$ cat config.mk
export PLATFORM = sky130hd
export DESIGN_NAME = crc16_framed_packet_parser
export DESIGN_NICKNAME = d
export VERILOG_FILES = /design/src/sv/cfpp_pkg.sv /design/src/sv/cfpp_in_reg.sv /design/src/sv/cfpp_core.sv /design/src/sv/crc16_framed_packet_parser.sv
export SDC_FILE = /design/constraint.sdc
export NUM_CORES = 1
export LEC_CHECK = 0
export ABC_AREA = 1
export BUFFER_PORTS_ARGS = -buffer_cell sky130_fd_sc_hd__buf_2
export CORE_MARGIN = 1.5
export CORE_UTILIZATION = 25
export CTS_BUF_LIST = sky130_fd_sc_hd__clkbuf_8
export DETAILED_ROUTE_END_ITERATION = 7
export HOLD_SLACK_MARGIN = 0.05
export PLACE_DENSITY = 0.37
export SLEW_MARGIN = 20
export SYNTH_ARGS = -nofsm -noshare
export SYNTH_HDL_FRONTEND = slang
export SYNTH_SLANG_ARGS = --single-unit
$ cat constraint.sdc
create_clock -name aclk -period 4.8 [get_ports aclk]
set_input_delay 0.48 -clock aclk [delete_from_list [all_inputs] [get_ports aclk]]
set_output_delay 0.48 -clock aclk [all_outputs]
set_load 0.01 [all_outputs]
$ cat src/sv/cfpp_pkg.sv
// ---------------------------------------------------------------------------
// cfpp_pkg
// Shared constants, widths and the byte-wide CRC-16 update for the
// length-prefixed frame parser.
// ---------------------------------------------------------------------------
package cfpp_pkg;

    // field widths
    localparam int BYTE_W   = 8;
    localparam int POS_W    = 11;
    localparam int LEN_W    = 10;
    localparam int STATUS_W = 2;
    localparam int CRC_W    = 16;

    // framing constants
    localparam logic [BYTE_W-1:0] SYNC_BYTE   = 8'hAA;
    localparam logic [LEN_W-1:0]  LIMIT_RESET = 10'd1017;
    localparam logic [CRC_W-1:0]  CRC_POLY    = 16'h1021;
    localparam logic [POS_W-1:0]  TRAILER_LEN = 11'd2;
    // largest remaining count: longest payload plus two trailer bytes
    localparam logic [POS_W-1:0]  REMAIN_MAX  = 11'd1025;

    // frame status codes
    localparam logic [STATUS_W-1:0] STATUS_BUSY = 2'd0;
    localparam logic [STATUS_W-1:0] STATUS_GOOD = 2'd1;
    localparam logic [STATUS_W-1:0] STATUS_BAD  = 2'd2;
    localparam logic [STATUS_W-1:0] STATUS_LONG = 2'd3;

    // crc-16 update by one byte, msb first, eight narrow shift steps
    function automatic logic [CRC_W-1:0] crc_feed(
        input logic [CRC_W-1:0]  crc_in,
        input logic [BYTE_W-1:0] data
    );
        logic [CRC_W-1:0] crc;
        crc = crc_in ^ {data, 8'h00};
        for (int i = 0; i < BYTE_W; i++) begin
            if (crc[CRC_W-1]) begin
                crc = {crc[CRC_W-2:0], 1'b0} ^ CRC_POLY;
            end else begin
                crc = {crc[CRC_W-2:0], 1'b0};
            end
        end
        return crc;
    endfunction

endpackage

$ cat src/sv/cfpp_in_reg.sv
// ---------------------------------------------------------------------------
// cfpp_in_reg
// Input register: holds one received byte until the parser core takes it.
// ---------------------------------------------------------------------------
module cfpp_in_reg
    import cfpp_pkg::*;
(
    input  logic              aclk,
    input  logic              aresetn,
    input  logic              s_valid,
    output logic              s_ready,
    input  logic [BYTE_W-1:0] s_rx_byte,
    output logic              hold_valid,
    output logic [BYTE_W-1:0] hold_byte,
    input  logic              hold_take
);

    logic              valid_reg;
    logic              valid_next;
    logic [BYTE_W-1:0] byte_reg;

    // room when empty or when the held item leaves this cycle
    assign s_ready    = !valid_reg || hold_take;
    assign valid_next = (s_valid && s_ready) || (valid_reg && !hold_take);

    always_ff @(posedge aclk) begin
        if (!aresetn) begin
            valid_reg <= 1'b0;
        end else begin
            valid_reg <= valid_next;
        end
    end

    // payload register, no reset
    always_ff @(posedge aclk) begin
        if (s_valid && s_ready) begin
            byte_reg <= s_rx_byte;
        end
    end

    assign hold_valid = valid_reg;
    assign hold_byte  = byte_reg;

endmodule

$ cat src/sv/cfpp_core.sv
// ---------------------------------------------------------------------------
// cfpp_core
// Frame state, running crc and the result register. Unless the result
// stalls, one byte per cycle is parsed from input to result register.
// ---------------------------------------------------------------------------
module cfpp_core
    import cfpp_pkg::*;
(
    input  logic                aclk,
    input  logic                aresetn,
    input  logic                cfg_wr_en,
    input  logic [LEN_W-1:0]    cfg_wr_data,
    input  logic                hold_valid,
    input  logic [BYTE_W-1:0]   hold_byte,
    output logic                hold_take,
    output logic                m_valid,
    input  logic                m_ready,
    output logic [BYTE_W-1:0]   m_frame_byte,
    output logic [POS_W-1:0]    m_byte_position,
    output logic                m_frame_end,
    output logic [STATUS_W-1:0] m_frame_status
);

    // phase codes
    localparam logic [1:0] PH_HUNT   = 2'd0;
    localparam logic [1:0] PH_FLAG_L = 2'd1;
    localparam logic [1:0] PH_FLAG_H = 2'd2;
    localparam logic [1:0] PH_BODY   = 2'd3;

    logic [LEN_W-1:0]    limit_reg;
    logic [1:0]          phase_reg, phase_next;
    logic [POS_W-1:0]    remain_reg, remain_next;
    logic [CRC_W-1:0]    crc_reg, crc_next;
    logic [BYTE_W-1:0]   trail_reg, trail_next;
    logic [POS_W-1:0]    fpos_reg, fpos_next;
    logic [1:0]          lenlo_reg, lenlo_next;

    logic                out_valid_reg, out_valid_next;
    logic [BYTE_W-1:0]   out_byte_reg;
    logic [POS_W-1:0]    out_pos_reg, res_pos;
    logic                out_end_reg, res_end;
    logic [STATUS_W-1:0] out_status_reg, res_status;
    logic                res_valid;

    logic [CRC_W-1:0]    crc_upd;
    logic [LEN_W-1:0]    flag_len;
    logic [POS_W-1:0]    fpos_inc;

    // take a byte whenever the result slot is free or draining
    assign hold_take = hold_valid && (!out_valid_reg || m_ready);

    assign crc_upd  = crc_feed(crc_reg, hold_byte);
    assign flag_len = {hold_byte, lenlo_reg};
    assign fpos_inc = fpos_reg + 1'b1;

    // per-byte frame parsing
    always_comb begin
        phase_next  = phase_reg;
        remain_next = remain_reg;
        crc_next    = crc_reg;
        trail_next  = trail_reg;
        fpos_next   = fpos_reg;
        lenlo_next  = lenlo_reg;
        res_valid   = 1'b1;
        res_pos     = fpos_reg;
        res_end     = 1'b0;
        res_status  = STATUS_BUSY;
        unique case (phase_reg)
            PH_HUNT: begin
                if (hold_byte == SYNC_BYTE) begin
                    crc_next   = crc_feed('0, hold_byte);
                    res_pos    = '0;
                    fpos_next  = POS_W'(1);
                    phase_next = PH_FLAG_L;
                end else begin
                    res_valid = 1'b0;
                end
            end
            PH_FLAG_L: begin
                lenlo_next = hold_byte[7:6];
                crc_next   = crc_upd;
                fpos_next  = fpos_inc;
                phase_next = PH_FLAG_H;
            end
            PH_FLAG_H: begin
                if (flag_len > limit_reg) begin
                    res_end    = 1'b1;
                    res_status = STATUS_LONG;
                    phase_next = PH_HUNT;
                    fpos_next  = '0;
                end else begin
                    crc_next    = crc_upd;
                    remain_next = POS_W'(flag_len) + TRAILER_LEN;
                    fpos_next   = fpos_inc;
                    phase_next  = PH_BODY;
                end
            end
            default: begin
                if (remain_reg > TRAILER_LEN) begin
                    crc_next    = crc_upd;
                    remain_next = remain_reg - 1'b1;
                    fpos_next   = fpos_inc;
                end else if (remain_reg == TRAILER_LEN) begin
                    trail_next  = hold_byte;
                    remain_next = POS_W'(1);
                    fpos_next   = fpos_inc;
                end else begin
                    res_end     = 1'b1;
                    res_status  = ({hold_byte, trail_reg} == crc_reg) ?
                                  STATUS_GOOD : STATUS_BAD;
                    remain_next = '0;
                    phase_next  = PH_HUNT;
                    fpos_next   = '0;
                end
            end
        endcase
    end

    assign out_valid_next = hold_take ? res_valid : (out_valid_reg && !m_ready);

    // control and frame state
    always_ff @(posedge aclk) begin
        if (!aresetn) begin
            limit_reg     <= LIMIT_RESET;
            phase_reg     <= PH_HUNT;
            remain_reg    <= '0;
            crc_reg       <= '0;
            trail_reg     <= '0;
            fpos_reg      <= '0;
            lenlo_reg     <= '0;
            out_valid_reg <= 1'b0;
        end else begin
            if (cfg_wr_en) begin
                limit_reg <= cfg_wr_data;
            end
            if (hold_take) begin
                phase_reg  <= phase_next;
                remain_reg <= remain_next;
                crc_reg    <= crc_next;
                trail_reg  <= trail_next;
                fpos_reg   <= fpos_next;
                lenlo_reg  <= lenlo_next;
            end
            out_valid_reg <= out_valid_next;
        end
    end

    // result payload register
    always_ff @(posedge aclk) begin
        if (hold_take && res_valid) begin
            out_byte_reg   <= hold_byte;
            out_pos_reg    <= res_pos;
            out_end_reg    <= res_end;
            out_status_reg <= res_status;
        end
    end

    assign m_valid         = out_valid_reg;
    assign m_frame_byte    = out_byte_reg;
    assign m_byte_position = out_pos_reg;
    assign m_frame_end     = out_end_reg;
    assign m_frame_status  = out_status_reg;

    // outside the body no trailer count is left over
    a_remain_idle: assert property (@(posedge aclk) disable iff (!aresetn)
        phase_reg != PH_BODY |-> remain_reg == '0)
        else $error("remaining count nonzero outside frame body");

    // inside the body the count stays within payload plus trailer
    a_remain_body: assert property (@(posedge aclk) disable iff (!aresetn)
        phase_reg == PH_BODY |-> (remain_reg != '0) && (remain_reg <= REMAIN_MAX))
        else $error("remaining count out of range in frame body");

    // once sync is seen the next position is past the sync byte
    a_fpos_live: assert property (@(posedge aclk) disable iff (!aresetn)
        phase_reg != PH_HUNT |-> fpos_reg != '0)
        else $error("frame position zero inside a frame");

    // a dropped hunting byte leaves the result slot empty
    a_drop: assert property (@(posedge aclk) disable iff (!aresetn)
        hold_take && phase_reg == PH_HUNT && hold_byte != SYNC_BYTE |=> !out_valid_reg)
        else $error("result produced for a byte outside a frame");

    // status is only set on the byte that ends a frame
    a_status: assert property (@(posedge aclk) disable iff (!aresetn)
        out_valid_reg && !out_end_reg |-> out_status_reg == STATUS_BUSY)
        else $error("status set on a byte that does not end the frame");

endmodule

$ cat src/sv/crc16_framed_packet_parser.sv
// ---------------------------------------------------------------------------
// crc16_framed_packet_parser
// Length-prefixed frame parser: hunts for the sync byte, reads the flag
// word, limits the payload length and checks the crc-16 trailer.
//
//   channel   direction  handshake            payload
//   s_        in         s_valid / s_ready    s_rx_byte
//   m_        out        m_valid / m_ready    m_frame_byte, m_byte_position,
//                                             m_frame_end, m_frame_status
//   cfg_      in         cfg_wr_en            cfg_wr_data (payload limit)
//
// one item per cycle sustained while the result register does not stall;
// each byte passes through the input register, then through the crc and
// frame logic into the result register
// reset clears frame state and sets the payload limit to 1017
// a stalled result register holds the parser; the input register keeps
// at most one waiting item; if not taken, it holds s_ready low while full
// ---------------------------------------------------------------------------
module crc16_framed_packet_parser
    import cfpp_pkg::*;
(
    input  logic                aclk,
    input  logic                aresetn,
    input  logic                cfg_wr_en,
    input  logic [LEN_W-1:0]    cfg_wr_data,
    input  logic                s_valid,
    output logic                s_ready,
    input  logic [BYTE_W-1:0]   s_rx_byte,
    output logic                m_valid,
    input  logic                m_ready,
    output logic [BYTE_W-1:0]   m_frame_byte,
    output logic [POS_W-1:0]    m_byte_position,
    output logic                m_frame_end,
    output logic [STATUS_W-1:0] m_frame_status
);

    logic              hold_valid;
    logic [BYTE_W-1:0] hold_byte;
    logic              hold_take;

    // input register
    cfpp_in_reg u_in_reg (
        .aclk       (aclk),
        .aresetn    (aresetn),
        .s_valid    (s_valid),
        .s_ready    (s_ready),
        .s_rx_byte  (s_rx_byte),
        .hold_valid (hold_valid),
        .hold_byte  (hold_byte),
        .hold_take  (hold_take)
    );

    // parser and result register
    cfpp_core u_core (
        .aclk            (aclk),
        .aresetn         (aresetn),
        .cfg_wr_en       (cfg_wr_en),
        .cfg_wr_data     (cfg_wr_data),
        .hold_valid      (hold_valid),
        .hold_byte       (hold_byte),
        .hold_take       (hold_take),
        .m_valid         (m_valid),
        .m_ready         (m_ready),
        .m_frame_byte    (m_frame_byte),
        .m_byte_position (m_byte_position),
        .m_frame_end     (m_frame_end),
        .m_frame_status  (m_frame_status)
    );

endmodule

==> out/results.txt, run 1 <==
status - complete, no violations
WHS Path Cells - 1
crit path buf inv count - 0
CTS Buffer Depth - 2
final hold slack - 0.272 ns
top cell type's share of synthesized area - 25.7%
P_sw - 0.408 mW
Clk Latency, worst-skew pair - 0.38 ns
DP Wirelength - 9920 um
r2r startpoint - u_in_reg.hold_byte[6]
Comb power frac - 8.4%
HP Start - s_rx_byte[4]
synthesis-stage register bit count - 92
Clock transition at path regs - 0.10 ns
Layout Skew - 0.0146 ns
Setup TNS - 0 ns
Post-Route WL - 13300 um
1st-pass router iterations - 4
endpoints failing setup - 0
via count of the routed design - 3996
Max stage delay on crit path - 0.66 ns
Power Internal - 1.11 mW
r2r setup slk - 1.92 ns
IO Count - 47
Yosys cell types - 38
EDFF count, synth - 30
Hold Crit Class - input pin to register
Die Y - 142 um
largest cells by area after synthesis - dfxtp_1 (26%), edfxtp_1 (19%), nand2_1 (11%), nor2_1 (6.7%), inv_1 (5.7%)
post_cts resized - 0
YS warnings - 0
Mapped Cells - 627
worst path required time - 5.06 ns
CTS tree - done
vias in the first global route - 3962
Reg power frac - 55.3%
startpoint types - register
average instance area after synthesis - 7.71 um^2
clock power share - 36.3%
switch share - 26.9%
Syn Std Cell Area - 0.00483 mm^2
Largest register FFs - 16
H-tree Lvls - 3
Synth area leader - dfxtp_1
Mapped Nets - 664
r2r endpoint - u_core.remain_reg[5]
Core Area - 0.0188 mm^2
Starting DRT DRC Count - 179
TritonCTS Buffers - 9
CP Max Fanout - 22
part of the Yosys area used for sequential elements - 44.3%
Top FF cell, synth - dfxtp_1
Total GRT Usage - 13.9%
worst reg-to-reg path cell count - 10
Initial Util - 25.7%
Max-slew headroom - 47.9%
crit-path leading delay family - simple AND/OR/NAND/NOR gates
ANT cells - 0
Final #Nets - 703
Final GP Congestion - 0.783
FFs w/ async S/R, synth - 0%
die area - 0.0202 mm^2
Root Driver - clkbuf_8
Slew Viols, Final - 0
share of layout cells above drive strength 1 - 12.5%
CP arrival - 3.14 ns
hold_buf cts - 0
hold endpoint - u_in_reg.hold_byte[4]
Worst IR Drop VDD - 105 uV
Chip Width - 142 um
fin crit period - 2.88 ns
Setup Buffers After CTS - 0
wire length per cell - 14.3 um
fmax - 347 MHz
CP Class - register to register
first-pass GRT wire length - 21300 um
Final Hold Fails - 0
PwrDens - 277 mW/mm^2
port bufs - 46
most frequent CP cell - nand2_1
CTS sink cnt - 92
largest net degree at the start of global routing - 44
remaining antenna violation count - 0
global route total overflow - 0
crit-path cells - ha_1 -> nand2_1 -> nor2_1 -> o211ai_1 -> nand3_1 -> nand3_2 -> nand3_1 -> nand2_1 -> nand2_1 -> nor2_1
Final Cycle Share - 60.0%
vias per inst - 4.29
row count - 50
LEAKAGE - 2.54 nW
number of antenna violations at the first check in global routing - 0
area grow syn2layout - 13.1%
Slowest-stage cell, CP - edfxtp_1
number of max-cap violations - 0
Worst-Margin Slew - 0.780 ns
Setup crit end kind - register
Critical Path Stages - 10
RSZ-0062 raised after global routing - no
Residual DRC - 0
-- how the worst max path moves through the flow --
stage          slack [ns]                    to                   from
3_5_place_dp         1.92  u_core.remain_reg[3]  u_in_reg.hold_byte[6]
6_report             1.92  u_core.remain_reg[5]  u_in_reg.hold_byte[6]
4_1_cts              1.88  u_core.remain_reg[5]  u_in_reg.hold_byte[6]
5_1_grt              1.61  u_core.remain_reg[0]  u_in_reg.hold_byte[6]
2_1_floorplan        2.90   u_core.fpos_reg[10]  u_in_reg.hold_byte[6]
3_3_place_gp         1.94  u_core.remain_reg[0]  u_in_reg.hold_byte[6]
-- final cells by class --
| class | count | area [um^2] |
|---|---|---|
| Fill cell | 2063 | 13400 |
| Tap cell | 260 | 325 |
| Sequential cell | 92 | 2140 |
| Inverter | 80 | 305 |
| Clock buffer | 9 | 124 |
| Timing Repair Buffer | 48 | 245 |
| Clock inverter | 7 | 75.1 |
| Multi-Input combinational cell | 435 | 2250 |
-- Yosys cell counts (3+ instances only) --
master	number
o22ai_1	6
nand3_1	32
o21ai_0	48
ha_1	14
buf_4	5
xor2_1	26
buf_6	5
or2_2	3
inv_1	73
a21oi_1	32
xnor2_1	15
nor2_2	5
nand2_1	137
clkbuf_1	6
nor4_1	3
nor3_1	6
dfxtp_1	62
edfxtp_1	30
nand4_1	8
nor2_1	86
-- routing by layer --
metal	share of wire, %	GRT usage, %	up-vias
met1	50	18.5	1821
met2	46	22.5	66
met5	0	0	-
li1	-	-	2094
met4	1.4	4.67	0
met3	3.2	2.89	15
-- cells by family (layout without fill, tap and decap cells) --
| family | after synthesis | in the layout | share of synthesized area (%) |
|---|---|---|---|
| AOI/OAI and AO/OA | 93 | 93 | 10.3 |
| xor gates and xnor gates | 41 | 41 | 7.43 |
| adders and majority gates | 14 | 14 | 3.62 |
| buffers and inverters | 100 | 144 | 9.11 |
| DFF | 92 | 92 | 44.3 |
| and+or+nand+nor | 287 | 287 | 25.2 |
-- per-stage QoR --
| stage | instances | setup WS [ns] | total power, mW | instance area [um^2] | util (%) |
|---|---|---|---|---|---|
| after floorplan | 627 | 2.90 | 0.940 | 4830 | - |
| after global placement | 915 | 1.94 | 0.984 | 5270 | 28.0 |
| after detailed placement | 915 | 1.92 | 0.983 | 5270 | 28.0 |
| after CTS | 931 | 1.88 | 1.54 | 5470 | 29.0 |
| after global routing | 931 | 1.61 | 1.59 | 5470 | 29.0 |
| final | 931 | 1.92 | 1.51 | 5470 | 29.0 |
-- power by group through the flow --
| stage | clock (mW) | sequential [mW] | combinational (mW) |
|---|---|---|---|
| 2_1_floorplan | 0 | 0.841 | 0.0992 |
| 3_3_place_gp | 0 | 0.855 | 0.129 |
| 3_5_place_dp | 0 | 0.856 | 0.128 |
| 4_1_cts | 0.575 | 0.837 | 0.128 |
| 5_1_grt | 0.601 | 0.840 | 0.146 |
| 6_report | 0.550 | 0.837 | 0.126 |
-- placed cells by master (no fill, tap or decap), types with 5 or more instances in the layout --
master	Yosys	layout
xnor2_1	15	15
o22ai_1	6	6
buf_2	2	46
nor2_2	5	5
nand4_1	8	8
nand2_1	137	137
nor3_1	6	6
xor2_1	26	26
o21ai_0	48	48
a21oi_1	32	32
dfxtp_1	62	62
ha_1	14	14
nor2_1	86	86
inv_1	73	74
clkbuf_8	0	9
nand3_1	32	32
edfxtp_1	30	30
Power figures use the tool's default switching activity.
==> inputs of run 2 (changes only) <==
Settings changed: PLACE_DENSITY 0.37 to 0.39.
Clock period 4.8 ns to 2.6 ns, I/O delays scaled along.
==> run 2 against run 1 <==
Compared with the run above: power up 81%; largest power group unchanged; via count increased by 2.6%; die area stayed put; combinational power up 130%; sequential share of layout area down 1.1 points; worst setup slack worse by 1.6 ns; flip-flop and latch count unchanged; sequential power is 82% higher; critical path depth increased by 1.
==> out/results.txt, run 2 (synthesis results as in run 1) <==
CTS Buffer Depth - 2 (unchanged)
Setup Buffers After CTS - 0 (unchanged)
most common cell after layout, fill and taps aside - nand2_1
Largest register FFs - 16 (unchanged)
Chip Width - 142 um (unchanged)
Clk Latency, worst-skew pair - 0.39 ns (about the same)
LEAKAGE - 2.63 nW (+3.4%)
first-pass GRT wire length - 21000 um (-1.6%)
Layout Skew - 0.0111 ns (-0.00347 ns)
vias in the first global route - 3958 (-0.10%)
worst path required time - 2.92 ns (-2.14 ns)
Final GP Congestion - 0.791 (+1.0%)
CP Class - register to register
Max-slew headroom - 63.2% (+15 points)
Slew Viols, Final - 0 (unchanged)
Starting DRT DRC Count - 187 (+4.5%)
CP Max Fanout - 17 (-23%)
GR peak layer - met2
r2r setup slk - 0.34 ns (-1.58 ns)
largest net degree at the start of global routing - 36 (-18%)
status - complete, no violations
H-tree Lvls - 3 (unchanged)
Final Hold Fails - 0 (unchanged)
CP arrival - 2.57 ns (-0.57 ns)
global route total overflow - 0 (unchanged)
fmax - 443 MHz (+28%)
row count - 50 (unchanged)
Root Driver - clkbuf_8
Power Internal - 1.96 mW (+78%)
ANT cells - 0 (unchanged)
Clock transition at path regs - 0.10 ns (about the same)
Finished Cell Area - 0.00562 mm^2 (+2.8%)
HP Start - cfg_wr_data[0]
1st-pass router iterations - 5 (+1)
Worst IR Drop VDD - 228 uV (+120%)
wire length per cell - 13.9 um (-3.0%)
Post-Route WL - 13200 um (-0.84%)
Setup TNS - 0 ns (unchanged)
die area - 0.0202 mm^2 (unchanged)
r2r startpoint - u_in_reg.hold_byte[0]
CTS sink cnt - 92 (unchanged)
vias per inst - 4.31 (+0.31%)
post_cts resized - 0 (unchanged)
via count of the routed design - 4099 (+2.6%)
port bufs - 46 (unchanged)
Residual DRC - 0 (unchanged)
Setup crit end kind - register
remaining antenna violation count - 0 (unchanged)
Hold Crit Class - input pin to register
startpoint types - register
endpoints failing setup - 0 (unchanged)
DP Wirelength - 9620 um (-3.1%)
Final #Nets - 724 (+3.0%)
Total GRT Usage - 13.7% (-0.27 points)
Core Area - 0.0188 mm^2 (unchanged)
most frequent cells in the layout - nand2_1 (137), nor2_1 (86), inv_1 (73)
Worst-Margin Slew - 0.550 ns (-0.230 ns)
area of placed instances - 0.00537 mm^2 (+1.9%)
M1 GR Usage - 18.6% (+0.076 points)
clock power share - 34.0% (-2.3 points)
fin crit period - 2.26 ns (-0.624 ns)
Initial Util - 25.7% (unchanged)
Die Y - 142 um (unchanged)
Final Cycle Share - 86.7% (+27 points)
switch share - 28.3% (+1.4 points)
IO Count - 47 (unchanged)
M3 GR Usage - 3.80% (+0.91 points)
RSZ-0062 raised after global routing - no
PwrDens - 487 mW/mm^2 (+76%)
TritonCTS Buffers - 9 (unchanged)
area grow syn2layout - 16.3%
number of max-cap violations - 0 (unchanged)
number of antenna violations at the first check in global routing - 0 (unchanged)
CTS tree - done
Comb power frac - 10.5% (+2.1 points)
Reg power frac - 55.5% (+0.2 points)
share of layout cells above drive strength 1 - 14.0% (+1.5 points)
GR Util met2 - 21.5% (-0.98 points)
CP Launch Point - u_in_reg.hold_byte[0]
P_sw - 0.775 mW (+90%)
-- run 2: cell count changes in the layout (fill, tap and decap cells not counted), sizes merged --
cell and change:
buf +13, clkinvlp -1, dlygate4sd3 +8, clkinv +4, bufinv -1, inv -2
-- run 2: cell type report --
class / instances / area (um^2)
Clock buffer: 9 / 124
Multi-Input combinational cell: 435 / 2250
Sequential cell: 92 / 2140
Clock inverter: 7 / 51.3
Fill cell: 2090 / 13200
Timing Repair Buffer: 69 / 423
Inverter: 80 / 305
Tap cell: 260 / 325
-- run 2: power by group through the flow --
stage / sequential [mW] / combinational, mW / clock [mW]
after floorplan: 1.55 / 0.183 / 0
after global placement: 1.55 / 0.279 / 0
after detailed placement: 1.55 / 0.281 / 0
after CTS: 1.52 / 0.292 / 0.971
after global routing: 1.52 / 0.323 / 1.03
final: 1.52 / 0.287 / 0.931
-- run 2: worst max-delay path: stages (launching register included) --
cell and delay (ns):
edfxtp_1 0.60, ha_1 0.38, nand2_1 0.05, nor2_1 0.14, o211ai_1 0.11, nand3_1 0.14, nand3_2 0.18, nand2_4 0.24
inv_4 0.13, nand2_1 0.07, nand2_1 0.04, nor2_1 0.11
-- run 2: repair_timing --
action	CTS	global route
hold buffers	8	0
endpoints found under the setup margin	0	0
hold endpoints to repair	8	0
-- run 2: worst paths after layout --
check | endpoint | cells past startpoint
worst max-delay path | u_core.crc_reg[2] | 11
worst min-delay path | u_core.limit_reg[0] | 3
worst max register to register | u_core.crc_reg[2] | 11
worst min register to register | u_core.limit_reg[2] | 2
-- run 2: metrics by stage --
step,std cells,hold slack (ns),setup WS [ns],utilization [%],total power [mW]
6_report,952,0.0827,0.345,29.9,2.74
5_1_grt,952,0.0669,0.116,29.9,2.88
4_1_cts,952,0.0664,0.332,29.9,2.78
3_5_place_dp,928,0.438,0.355,28.5,1.83
3_3_place_gp,928,0.439,0.389,28.5,1.83
2_1_floorplan,627,0.359,0.700,-,1.73
-- run 2: metal layers --
layer | part of all wire [%] | vias up
met5 | 0 | -
met4 | 1.1 | 0
met3 | 3.8 | 10
met2 | 44 | 69
met1 | 51 | 1887
li1 | - | 2133
==> inputs of run 3 (changes only) <==
Settings changed: CTS_BUF_LIST sky130_fd_sc_hd__clkbuf_8 to sky130_fd_sc_hd__clkbuf_4 sky130_fd_sc_hd__clkbuf_8 sky130_fd_sc_hd__clkbuf_16, PLACE_DENSITY 0.39 to 0.41.
==> run 3 against run 2 <==
Compared with the run above: critical path depth stayed put; worst setup slack better by 0.017 ns; die area stayed put; clock power is 47% higher; wire length is 0.29% higher; sequential power hardly changed; design area is 0.76% higher.
==> out/results.txt, run 3 (synthesis results as in run 1) <==
status - complete, no violations
CTS sink cnt - 92 (unchanged)
Max stage delay on crit path - 0.51 ns (-0.09 ns)
Core Util, Final - 30.1% (+0.23 points)
Comb power frac - 8.7% (-1.8 points)
Root Driver - clkbuf_16
Design Power - 3.17 mW (+16%)
Initial Util - 25.7% (unchanged)
global route total overflow - 0 (unchanged)
Largest register FFs - 16 (unchanged)
Core Area - 0.0188 mm^2 (unchanged)
most common cell after layout, fill and taps aside - nand2_1
Starting DRT DRC Count - 189 (+1.1%)
vias per inst - 4.42 (+2.6%)
number of antenna violations at the first check in global routing - 0 (unchanged)
Worst IR Drop VDD - 309 uV (+35%)
Power Internal - 2.37 mW (+21%)
CP arrival - 2.48 ns (-0.09 ns)
Max-slew headroom - 56.9% (-6.3 points)
LEAKAGE - 2.65 nW (+0.78%)
IO Count - 47 (unchanged)
clock power share - 43.3% (+9.3 points)
endpoints failing setup - 0 (unchanged)
TritonCTS Buffers - 9 (unchanged)
hold_buf cts - 0 (-8)
Clk Latency, worst-skew pair - 0.35 ns (-0.04 ns)
Hold Crit Class - input pin to register
RSZ-0062 raised after global routing - no
via count of the routed design - 4164 (+1.6%)
Residual DRC - 0 (unchanged)
area grow syn2layout - 17.2%
CP Class - register to register
Setup Buffers After CTS - 0 (unchanged)
port bufs - 46 (unchanged)
Post-Route WL - 13200 um (+0.29%)
Slowest-stage cell, CP - edfxtp_1
CP Max Fanout - 22 (+5)
Final Cycle Share - 86.1% (-0.64 points)
Reg power frac - 48.0% (-7.5 points)
1st-pass router iterations - 5 (unchanged)
share of layout cells above drive strength 1 - 14.2% (+0.18 points)
DP Wirelength - 9990 um (+3.8%)
worst path required time - 2.85 ns (-0.07 ns)
area of the multi-input gates - 0.00225 mm^2 (unchanged)
Total GRT Usage - 13.8% (+0.12 points)
Setup crit end kind - register
CTS Buffer Depth - 2 (unchanged)
Slew Viols, Final - 0 (unchanged)
Register Area - 0.00214 mm^2 (unchanged)
Final Hold Fails - 0 (unchanged)
fill cell count - 2039 (-2.4%)
wire length per cell - 14.0 um (+1.2%)
largest net degree at the start of global routing - 27 (-25%)
Layout Skew - 0.00894 ns (-0.00215 ns)
startpoint types - register
die area - 0.0202 mm^2 (unchanged)
row count - 50 (unchanged)
first-pass GRT wire length - 21700 um (+3.2%)
fmax - 447 MHz (+0.75%)
Final #Nets - 715 (-1.2%)
Setup TNS - 0 ns (unchanged)
post_cts resized - 0 (unchanged)
most frequent cells in the layout - nand2_1 (137), nor2_1 (86), inv_1 (73)
CP Launch Point - u_in_reg.hold_byte[7]
r2r startpoint - u_in_reg.hold_byte[7]
H-tree Lvls - 3 (unchanged)
CTS tree - done
Die Y - 142 um (unchanged)
most frequent CP cell - nand2_1
number of max-cap violations - 0 (unchanged)
switch share - 25.2% (-3.1 points)
PwrDens - 559 mW/mm^2 (+15%)
remaining antenna violation count - 0 (unchanged)
Clock transition at path regs - 0.07 ns (-0.03 ns)
Chip Width - 142 um (unchanged)
ANT cells - 0 (unchanged)
vias in the first global route - 4133 (+4.4%)
P_sw - 0.797 mW (+2.9%)
HP Start - s_rx_byte[6]
crit-path cells - ha_1 -> nand2_1 -> nor2_1 -> o211ai_1 -> nand3_1 -> nand3_2 -> nand3_1 -> buf_4 -> nand2_1 -> nand2_1 -> nor2_1
Final GP Congestion - 0.832 (+5.2%)
Worst-Margin Slew - 0.644 ns (+0.0941 ns)
fin crit period - 2.24 ns (-0.0167 ns)
## run 3: cell types whose count changed in the layout (fill, tap and decap cells not counted), sizes merged
cell and change:
buf -1, bufinv +1, clkbuf +1, clkinv -2, dlygate4sd3 -8
## run 3: power by group through the flow
stage / Clock (mW) / Sequential (mW) / Combinational, mW
floorplan: 0 / 1.55 / 0.183
global placement: 0 / 1.55 / 0.279
detailed placement: 0 / 1.55 / 0.277
CTS: 1.42 / 1.52 / 0.279
global route: 1.44 / 1.52 / 0.314
finish: 1.37 / 1.52 / 0.277
## run 3: final cells by class
class | instances | share of cell area (%)
clock buffers | 10 | 4.11
clock inverters | 6 | 1.28
inverters | 80 | 5.39
multi-input cells | 435 | 39.7
flip-flops and latches | 92 | 37.8
well taps | 260 | 5.74
repair buffers | 60 | 5.92
## run 3: per-stage QoR
stage                     std cells  instance area, um^2  hold WS, ns  worst slack [ns]
after global placement          927                 5360        0.440             0.412
after global routing            943                 5660       0.0715            0.0285
final                           943                 5660       0.0828             0.361
after floorplan                 627                 4830        0.359             0.700
after detailed placement        927                 5360        0.440             0.352
after CTS                       943                 5660       0.0687             0.347
## run 3: critical path, delay by kind of cell (launching register included)
kind	cells	cell delay, ns
adders and majority gates	1	0.35
AOI/OAI and AO/OA	1	0.11
and+or+nand+nor	8	0.91
DFF	1	0.51
buffers and inverters	1	0.25
## run 3: per-layer routing
layer	track usage [%]	share of wire [%]	vias up
li1	-	-	2116
met5	0	0	-
met1	18.2	48	1943
met4	4.40	1.2	0
met3	2.29	3.5	12
met2	23.1	47	93
## run 3: worst paths after layout
kind | endpoint | slack (ns) | cells past startpoint
worst max-delay path | u_core.remain_reg[4] | 0.36 | 11
worst min-delay path | u_in_reg.hold_byte[6] | 0.08 | 1
worst max register to register | u_core.remain_reg[4] | 0.36 | 11
worst min register to register | u_core.limit_reg[5] | 0.47 | 2
